===== src/design/fmps_pkg.sv =====
// fmps_pkg: shared constants, types and helpers for the price path step.
// Used by fmps_mul and factor_model_price_path_step; no dependencies.
package fmps_pkg;

    localparam int FRAC_BITS = 40;
    localparam int VAL_W     = 48;
    localparam int MAG_W     = VAL_W + 1;
    localparam int SUM_W     = VAL_W + 4;
    localparam int EXP_FRAC  = 56;
    localparam int MUL_AW    = EXP_FRAC + 1;
    localparam int MUL_CW    = 19;
    localparam int MUL_NCH   = 3;
    localparam int PROD_W    = 2 * MUL_AW;
    localparam int CFG_W     = 46;
    localparam int RAD_W     = VAL_W + FRAC_BITS;
    localparam int ROOT_W    = RAD_W / 2;
    localparam int SQRT_REM_W = ROOT_W + 3;
    localparam int XR_W      = 61;
    localparam int QUO_W     = 60;
    localparam int QUO_STEPS = QUO_W / 4;
    localparam int N_TERMS   = 24;

    localparam logic [63:0] W_INNOV_64   = ((64'd5 << FRAC_BITS) + 64'd50) / 64'd100;
    localparam logic [63:0] W_PERSIST_64 = ((64'd85 << FRAC_BITS) + 64'd50) / 64'd100;
    localparam logic [63:0] W_OMEGA_64   =
        ((64'd169 << FRAC_BITS) + 64'd5000000) / 64'd10000000;
    localparam logic [63:0] START_VAR_64 =
        ((64'd169 << FRAC_BITS) + 64'd500000) / 64'd1000000;

    localparam logic signed [VAL_W-1:0] W_INNOV   = W_INNOV_64[VAL_W-1:0];
    localparam logic signed [VAL_W-1:0] W_PERSIST = W_PERSIST_64[VAL_W-1:0];
    localparam logic signed [VAL_W-1:0] W_OMEGA   = W_OMEGA_64[VAL_W-1:0];
    localparam logic signed [VAL_W-1:0] START_VAR = START_VAR_64[VAL_W-1:0];

    localparam logic signed [VAL_W-1:0] MAX48 = {1'b0, {(VAL_W-1){1'b1}}};
    localparam logic signed [VAL_W-1:0] MIN48 = {1'b1, {(VAL_W-1){1'b0}}};
    localparam logic signed [VAL_W-1:0] EXP_HI = VAL_W'(64'd22 << FRAC_BITS);

    localparam logic [EXP_FRAC-1:0] LN2_E = 56'hB17217F7D1CF7A;
    localparam logic [30:0] PRICE_MAX = 31'h7FFFFFFF;

    localparam logic [2:0] REG_MKT_LOAD = 3'd0;
    localparam logic [2:0] REG_SEC_LOAD = 3'd1;
    localparam logic [2:0] REG_REV_SPD  = 3'd2;
    localparam logic [2:0] REG_GROWTH   = 3'd3;
    localparam logic [2:0] REG_START_LP = 3'd4;

    localparam logic [42:0] RST_MKT_LOAD = 43'd1099511627776;
    localparam logic [42:0] RST_SEC_LOAD = 43'd1099511627776;
    localparam logic [40:0] RST_REV_SPD  = 41'd13194139533;
    localparam logic signed [38:0] RST_GROWTH = 39'sd219902326;
    localparam logic [CFG_W-1:0] RST_START_LP = 46'd7595157000000;

    typedef struct packed {
        logic                    path_start;
        logic signed [VAL_W-1:0] mkt_return;
        logic signed [VAL_W-1:0] sector_return;
        logic signed [VAL_W-1:0] fundamental_noise;
        logic signed [VAL_W-1:0] unit_t_draw;
    } in_word_t;

    typedef struct packed {
        logic [30:0]             price;
        logic signed [VAL_W-1:0] log_price_out;
    } out_word_t;

    typedef struct packed {
        logic              start;
        logic [MUL_AW-1:0] a;
        logic [MUL_AW-1:0] b;
    } mul_req_t;

    typedef enum logic [3:0] {
        ST_IDLE, ST_PREP, ST_MSTART, ST_MWAIT, ST_MRND, ST_SQRT,
        ST_EXP, ST_KDIV, ST_TDIV, ST_PFIN, ST_DONE
    } state_t;

    typedef enum logic [2:0] {
        OP_EE, OP_WIN, OP_WPER, OP_INNOV, OP_MKT, OP_SEC, OP_REV, OP_TERM
    } op_t;

    function automatic logic signed [VAL_W-1:0] sat48(input logic signed [SUM_W-1:0] v);
        logic same;
        same = (v[SUM_W-1:VAL_W-1] == {(SUM_W-VAL_W+1){v[SUM_W-1]}});
        if (same)
            return v[VAL_W-1:0];
        else if (v[SUM_W-1])
            return MIN48;
        else
            return MAX48;
    endfunction

    function automatic logic signed [SUM_W-1:0] sx(input logic signed [VAL_W-1:0] v);
        return {{(SUM_W-VAL_W){v[VAL_W-1]}}, v};
    endfunction

    function automatic logic [MAG_W-1:0] mag(input logic signed [MAG_W-1:0] v);
        logic [MAG_W-1:0] n;
        n = MAG_W'(-v);
        return v[MAG_W-1] ? n : v;
    endfunction

endpackage


===== src/design/fmps_mul.sv =====
// fmps_mul: unsigned multiplier, one 57x19 partial product per cycle.
// Depends on fmps_pkg.
module fmps_mul (
    input  logic                      clk,
    input  logic                      rst_n,
    input  fmps_pkg::mul_req_t        req,
    output logic                      done,
    output logic [fmps_pkg::PROD_W-1:0] prod
);
    import fmps_pkg::*;

    logic [MUL_AW-1:0] a_reg;
    logic [MUL_AW-1:0] b_reg;
    logic [PROD_W-1:0] acc_reg;
    logic [PROD_W-1:0] acc_next;
    logic [1:0]        cnt_reg;
    logic              busy_reg;
    logic              done_reg;
    logic [MUL_CW-1:0] chunk;
    logic [MUL_AW+MUL_CW-1:0] pp;

    assign chunk    = b_reg[cnt_reg*MUL_CW +: MUL_CW];
    assign pp       = a_reg * chunk;
    assign acc_next = {acc_reg[PROD_W-MUL_CW-1:0], {MUL_CW{1'b0}}} + PROD_W'(pp);

    always_ff @(posedge clk or negedge rst_n)
    begin
        if (!rst_n)
        begin
            busy_reg <= 1'b0;
            done_reg <= 1'b0;
            cnt_reg  <= '0;
        end
        else
        begin
            done_reg <= 1'b0;
            if (req.start)
            begin
                busy_reg <= 1'b1;
                cnt_reg  <= 2'(MUL_NCH - 1);
            end
            else if (busy_reg)
            begin
                cnt_reg <= cnt_reg - 2'd1;
                if (cnt_reg == 2'd0)
                begin
                    busy_reg <= 1'b0;
                    done_reg <= 1'b1;
                end
            end
        end
    end

    always_ff @(posedge clk)
    begin
        if (req.start)
        begin
            a_reg   <= req.a;
            b_reg   <= req.b;
            acc_reg <= '0;
        end
        else if (busy_reg)
        begin
            acc_reg <= acc_next;
        end
    end

    assign done = done_reg;
    assign prod = acc_reg;

endmodule


===== config.mk =====
export PLATFORM = sky130hd
export DESIGN_NAME = fmps_mul
export DESIGN_NICKNAME = d
export VERILOG_FILES = /design/src/design/fmps_pkg.sv /design/src/design/fmps_mul.sv
export SDC_FILE = /design/constraint.sdc
export NUM_CORES = 2
export LEC_CHECK = 0
export BUFFER_PORTS_ARGS = -buffer_cell sky130_fd_sc_hd__buf_4
export CELL_PAD_IN_SITES_DETAIL_PLACEMENT = 0
export CELL_PAD_IN_SITES_GLOBAL_PLACEMENT = 1
export CORE_UTILIZATION = 55
export CTS_BUF_LIST = sky130_fd_sc_hd__clkbuf_4 sky130_fd_sc_hd__clkbuf_8
export DETAILED_ROUTE_END_ITERATION = 7
export PLACE_DENSITY_LB_ADDON = 0.1
export SLEW_MARGIN = 20
export SYNTH_ARGS = -nofsm -noshare
export SYNTH_HDL_FRONTEND = slang
export SYNTH_SLANG_ARGS = --single-unit

===== constraint.sdc =====
create_clock -name clk -period 12.3 [get_ports clk]
set_input_delay 1.845 -clock clk [delete_from_list [all_inputs] [get_ports clk]]
set_output_delay 1.845 -clock clk [all_outputs]
set_load 0.05 [all_outputs]

# Word-level counts from Yosys, hierarchy flattened
# Cells that the tools add are included.
word_totals:
  ff_bits: 232
  inputBits: 117
  output_inout_bits: 115
  word_cells: 21
classes:
  add_sub_neg: 2
  n_mul: 2
  shifts: 1
  n_mux: 8
  reduce_logical: 2
ops:
  columns: ["operator", "n"]
  rows:
  - ["adder 114 x 76 -> 114 bit", 1]
  - ["multiplier 57 x 19 -> 76 bit", 1]
  - ["variable part select 57 x 8 -> 19 bit", 1]
  - ["multiplier 2 x 5 -> 7 bit (second input constant)", 1]
  - ["two-way mux 1 bit", 6]
  - ["two-way mux 2 bit", 2]
  - ["logical NOT 2 bit", 1]
  - ["nonzero test 2 bit", 1]
  - ["subtractor 2 x 1 -> 2 bit (second input constant)", 1]

# Depth between registers and ports, before layout
depth:
  depth_word: 4
  ltp_mapped: 36
  ltp_nobuf: 31

# Least setup slack after synthesis
# OpenSTA, ideal clock, no wires.
synth_timing:
  path_kind: "register to register"
  from: "register cnt_reg[0]"
  to: "register acc_reg[110], in the netlist prod[110]"
  setup_ps: 86
  arrival_ps: 8380
  required_ps: 12214
  path_slack_ps: 3835
  stages_incl_launch_ff: 34
  path_buffers: 6
  path_cell_list: "dfrtp_1 > clkbuf_1 > clkbuf_1 > buf_2 > mux2i_1 > o21ai_0 > clkbuf_1 > clkbuf_1 > nand2_1 > fa_1 > inv_1 > fa_1 > inv_1 > fa_1 > inv_1 > fa_1 > fa_1 > fa_1 > inv_1 > fa_1 > inv_1 > ha_1 > clkbuf_1 > nand2_1 > nor2_1 > nand2_1 > or4_1 > o21a_1 > o211ai_1 > a311o_2 > nand4_1 > nor2_1 > xnor2_1 > a211oi_1"
synth_between:
  elab_chain_cells: 4
synth_lines:
  columns: ["element", "line", "source"]
  rows:
  - ["start: declaration", "fmps_mul.sv:16", "logic [1:0] cnt_reg;"]
  - ["start signal: assignment", "fmps_mul.sv:40", "cnt_reg <= 2'(MUL_NCH - 1);"]
  - ["start signal: assignment", "fmps_mul.sv:44", "cnt_reg <= cnt_reg - 2'd1;"]
  - ["multiplier 2 x 5 -> 7 bit", "fmps_mul.sv:22", "assign chunk = b_reg[cnt_reg*MUL_CW +: MUL_CW];"]
  - ["variable part select 57 x 8 -> 19 bit", "fmps_mul.sv:22", null]
  - ["multiplier 57 x 19 -> 76 bit", "fmps_mul.sv:23", "assign pp = a_reg * chunk;"]
  - ["adder 114 x 76 -> 114 bit", "fmps_mul.sv:24", "assign acc_next = {acc_reg[PROD_W-MUL_CW-1:0], {MUL_CW{1'b0}}} + PROD_W'(pp);"]
  - ["end signal: assignment", "fmps_mul.sv:64", "acc_reg <= acc_next;"]
  - ["end: declaration", "fmps_mul.sv:14", "logic [PROD_W-1:0] acc_reg;"]
# Every way passes these cells.
# A chain may end at the register's enable or synchronous reset.

# Final worst setup path
layout_timing:
  from: "register cnt_reg[1]"
  to: "register acc_reg[111], in the netlist prod[111]"
# Same word-level chain as after synthesis.

==> metrics.md <==
| Metric | Value |
|---|---|
| Netlist Area Pre-Place | 44500 µm² |
| Final Util | 0.604 |
| Setup violations, final | 0 |
| Yosys warnings | 0 |
| Number of post-CTS setup repair buffers | 0 |
| Total CTS buffers | between 40 and 50 |
| Initial antenna violation count | 4 |
| First-pass GRT wire length | just over 200000 µm |
| Final WS setup | between 2 and 2.5 ns |
| CP Data Arrival Time | 10.59 ns |
| Vias in the first global route | 35217 |
| Setup TNS | 0 ns |
| Most used cell along the critical path | fa_1 |
| Vias per cell | about 5.5 |
| Crit-path max cell delay | 0.71 ns |
| Initial DRC count | 2070 |
| Max-Cap Viols | 0 |
| Critical path required time | 12.94 ns |
| Remaining Overflow, GRT | 0 |
| Area of the multi-input gates | 33500 µm² |
| Crit path capture type | register |
| Die Span Y | 286 µm |
| Period minus WS final | 9.95 ns |
| CTS tree | done |
| Post-synth top area share | 0.447 |
| Post-synthesis sequential area ratio | 0.131 |
| Setup WS pre-CTS | 2.49 ns |
| Synth area leader | fa_1 |
| Area Growth Syn to Fin | 7.99% |
| Clk_skew | 0.0421 ns |
| Slowest cell on crit path | o31ai_4 |
| Synth Net Count | slightly above 6000 |
| Register area | 5810 µm² |
| CTS root buf | clkbuf_8 |
| Hold buffers post-CTS | 0 |
| I/O pin count | 232 |
| Worst-skew pair later-pin latency | 0.73 ns |
| Die ar. | 82000 µm² |
| Placer Congestion | 0.954 |
| Status | completed |
| Largest cells by area after synthesis | fa_1 45%, inv_1 9.6%, edfxtp_1 7.7% |
| H-tree Lvls | 2 |
| Most used DFF post-synth | edfxtp_1 |
| Synth async-reset ratio | 0.0172 |
| Register bit total from synthesis | 232 |
| Slew at the pin closest to its max-slew limit | 1.17 ns |
| Synth Instances | between 4000 and 5000 |
| IO Port Bufs | 231 |
| Synth top cells by count | 1132 x inv_1, 993 x fa_1, 778 x nand2_1, 417 x and2_1, 222 x clkbuf_1 |
| Chip width | 286 µm |
| Worst Path Max Fanout | 33 |
| Max-slew headroom | 0.223 |
| Clk buf depth | 3 |
| RSZ-0062 raised after global routing | no |
| Number of flops mapped to enable cells by yosys | 114 |
| Worst-path clk slew | about 0.070 ns |
| Rows | between 100 and 150 |
| Worst Hold Class | register to register |
| Core ar. | between 70000 and 80000 µm² |
| Fmax | 0.101 GHz |
| Avg Cell Area, Syn | 9.13 µm² |
| Nets@finish | 6204 |
| DRC | 0 |
| CTS sink count | 232 |
| DRT Wirelength | between 100000 and 150000 µm |
| PostCTS Resize Cnt | 0 |
| Routed via count | about 33000 |
| Final Max Slew Viols | 0 |
| Yosys cell types | 72 |
| Count leader, synth | inv_1 |
| Detail Route Antenna Nets | 0 |
| Max reg flops | 114 |
| Fill cell count | 7090 |
| Share of cells above drive strength 1 | 0.0795 |
| Pin count of the biggest net entering global routing | 91 |
| TritonRoute pass-1 iters | 7 |
| Total GRT Usage | 0.328 |
| Fin. Hold Viols | 0 |
| Critical setup path kind | register to register |
| Final Cycle Share | 0.809 |
| Worst Setup Start Kind | register |
| Starting Density | 0.559 |
| WL/cell | 21.6 µm |
| HPWL Detailed | approximately 100000 µm |
[per-layer routing]
metal  part of all wire  track usage
met2               0.50        0.559
met1               0.40        0.429
met4              0.036        0.116
met3              0.068       0.0471
met5            0.00015            0
[worst max-delay path, delay by kind of cell (launching register included)]
family | cells | cell delay [ns]
flip-flops | 1 | 0.64
adder cells (fa/ha/maj) | 8 | 3.93
buffers and inverters | 6 | 1.17
AND/OR/NAND/NOR | 8 | 1.68
AO/OA/AOI/OAI | 7 | 2.34
[cells in the final DEF (no fill, tap or decap), types with 19 or more instances in the layout]
master    count
nand2_1     778
o21ai_4      19
edfxtp_1    114
mux2i_1      69
a211oi_1     37
buf_4       267
nand3_1      31
o21ai_0      57
inv_1      1132
dfxtp_1     114
nor2_1      162
fa_1        993
ha_1        187
xor2_1       48
a22o_1       19
and2_1      417
a21oi_1     111
o21bai_1     22
nand4_1      37
a21o_1       38
clkbuf_8     52
xnor2_1      57
[metrics by stage]
stage / hold slack, ns / instance area, µm² / cells
final: 0.459 / 48000 / 5995
after global routing: 0.473 / 48000 / 5995
after CTS: 0.459 / 48000 / 5993
after detailed placement: 0.445 / 46900 / 5909
after global placement: 0.458 / 46900 / 5909
after floorplan: 0.650 / 44500 / 4866
[layout make-up]
| cell class | instances | share of cell area |
|---|---|---|
| sequential | 232 | 0.121 |
| clock inverter | 24 | 0.00586 |
| clock buffer | 60 | 0.0160 |
| multi-input combinational | 3226 | 0.699 |
| antenna | 2 | 0.000104 |
| timing repair buffer | 268 | 0.0420 |
| tap | 1050 | 0.0274 |
| inverter | 1133 | 0.0886 |
[worst paths after layout]
path                                        startpoint                endpoint  slack (ns)  cells after the start
worst min-delay path            prod[109]$_SDFFE_PP0P_  prod[109]$_SDFFE_PP0P_        0.46                      2
min in group asynchronous                        rst_n      busy_reg$_DFF_PN0_        0.93                      1
worst max-delay path            cnt_reg[1]$_DFFE_PN0P_  prod[111]$_SDFFE_PP0P_        2.35                     29
worst max register to register  cnt_reg[1]$_DFFE_PN0P_  prod[111]$_SDFFE_PP0P_        2.35                     29
max in group asynchronous                        rst_n  cnt_reg[0]$_DFFE_PN0P_       11.19                      1
worst min register to register  prod[109]$_SDFFE_PP0P_  prod[109]$_SDFFE_PP0P_        0.46                      2
[cell families after synthesis]
kind of cell,share of synthesized area
buffers and inverters,0.119
AO/OA/AOI/OAI,0.0566
AND/OR/NAND/NOR,0.157
XOR/XNOR,0.0207
flip-flops,0.131
adder cells (fa/ha/maj),0.500
multiplexers,0.0158
Power is not shown: default switching activity piles up to over one toggle a cycle in this logic, so the estimate is an artifact.
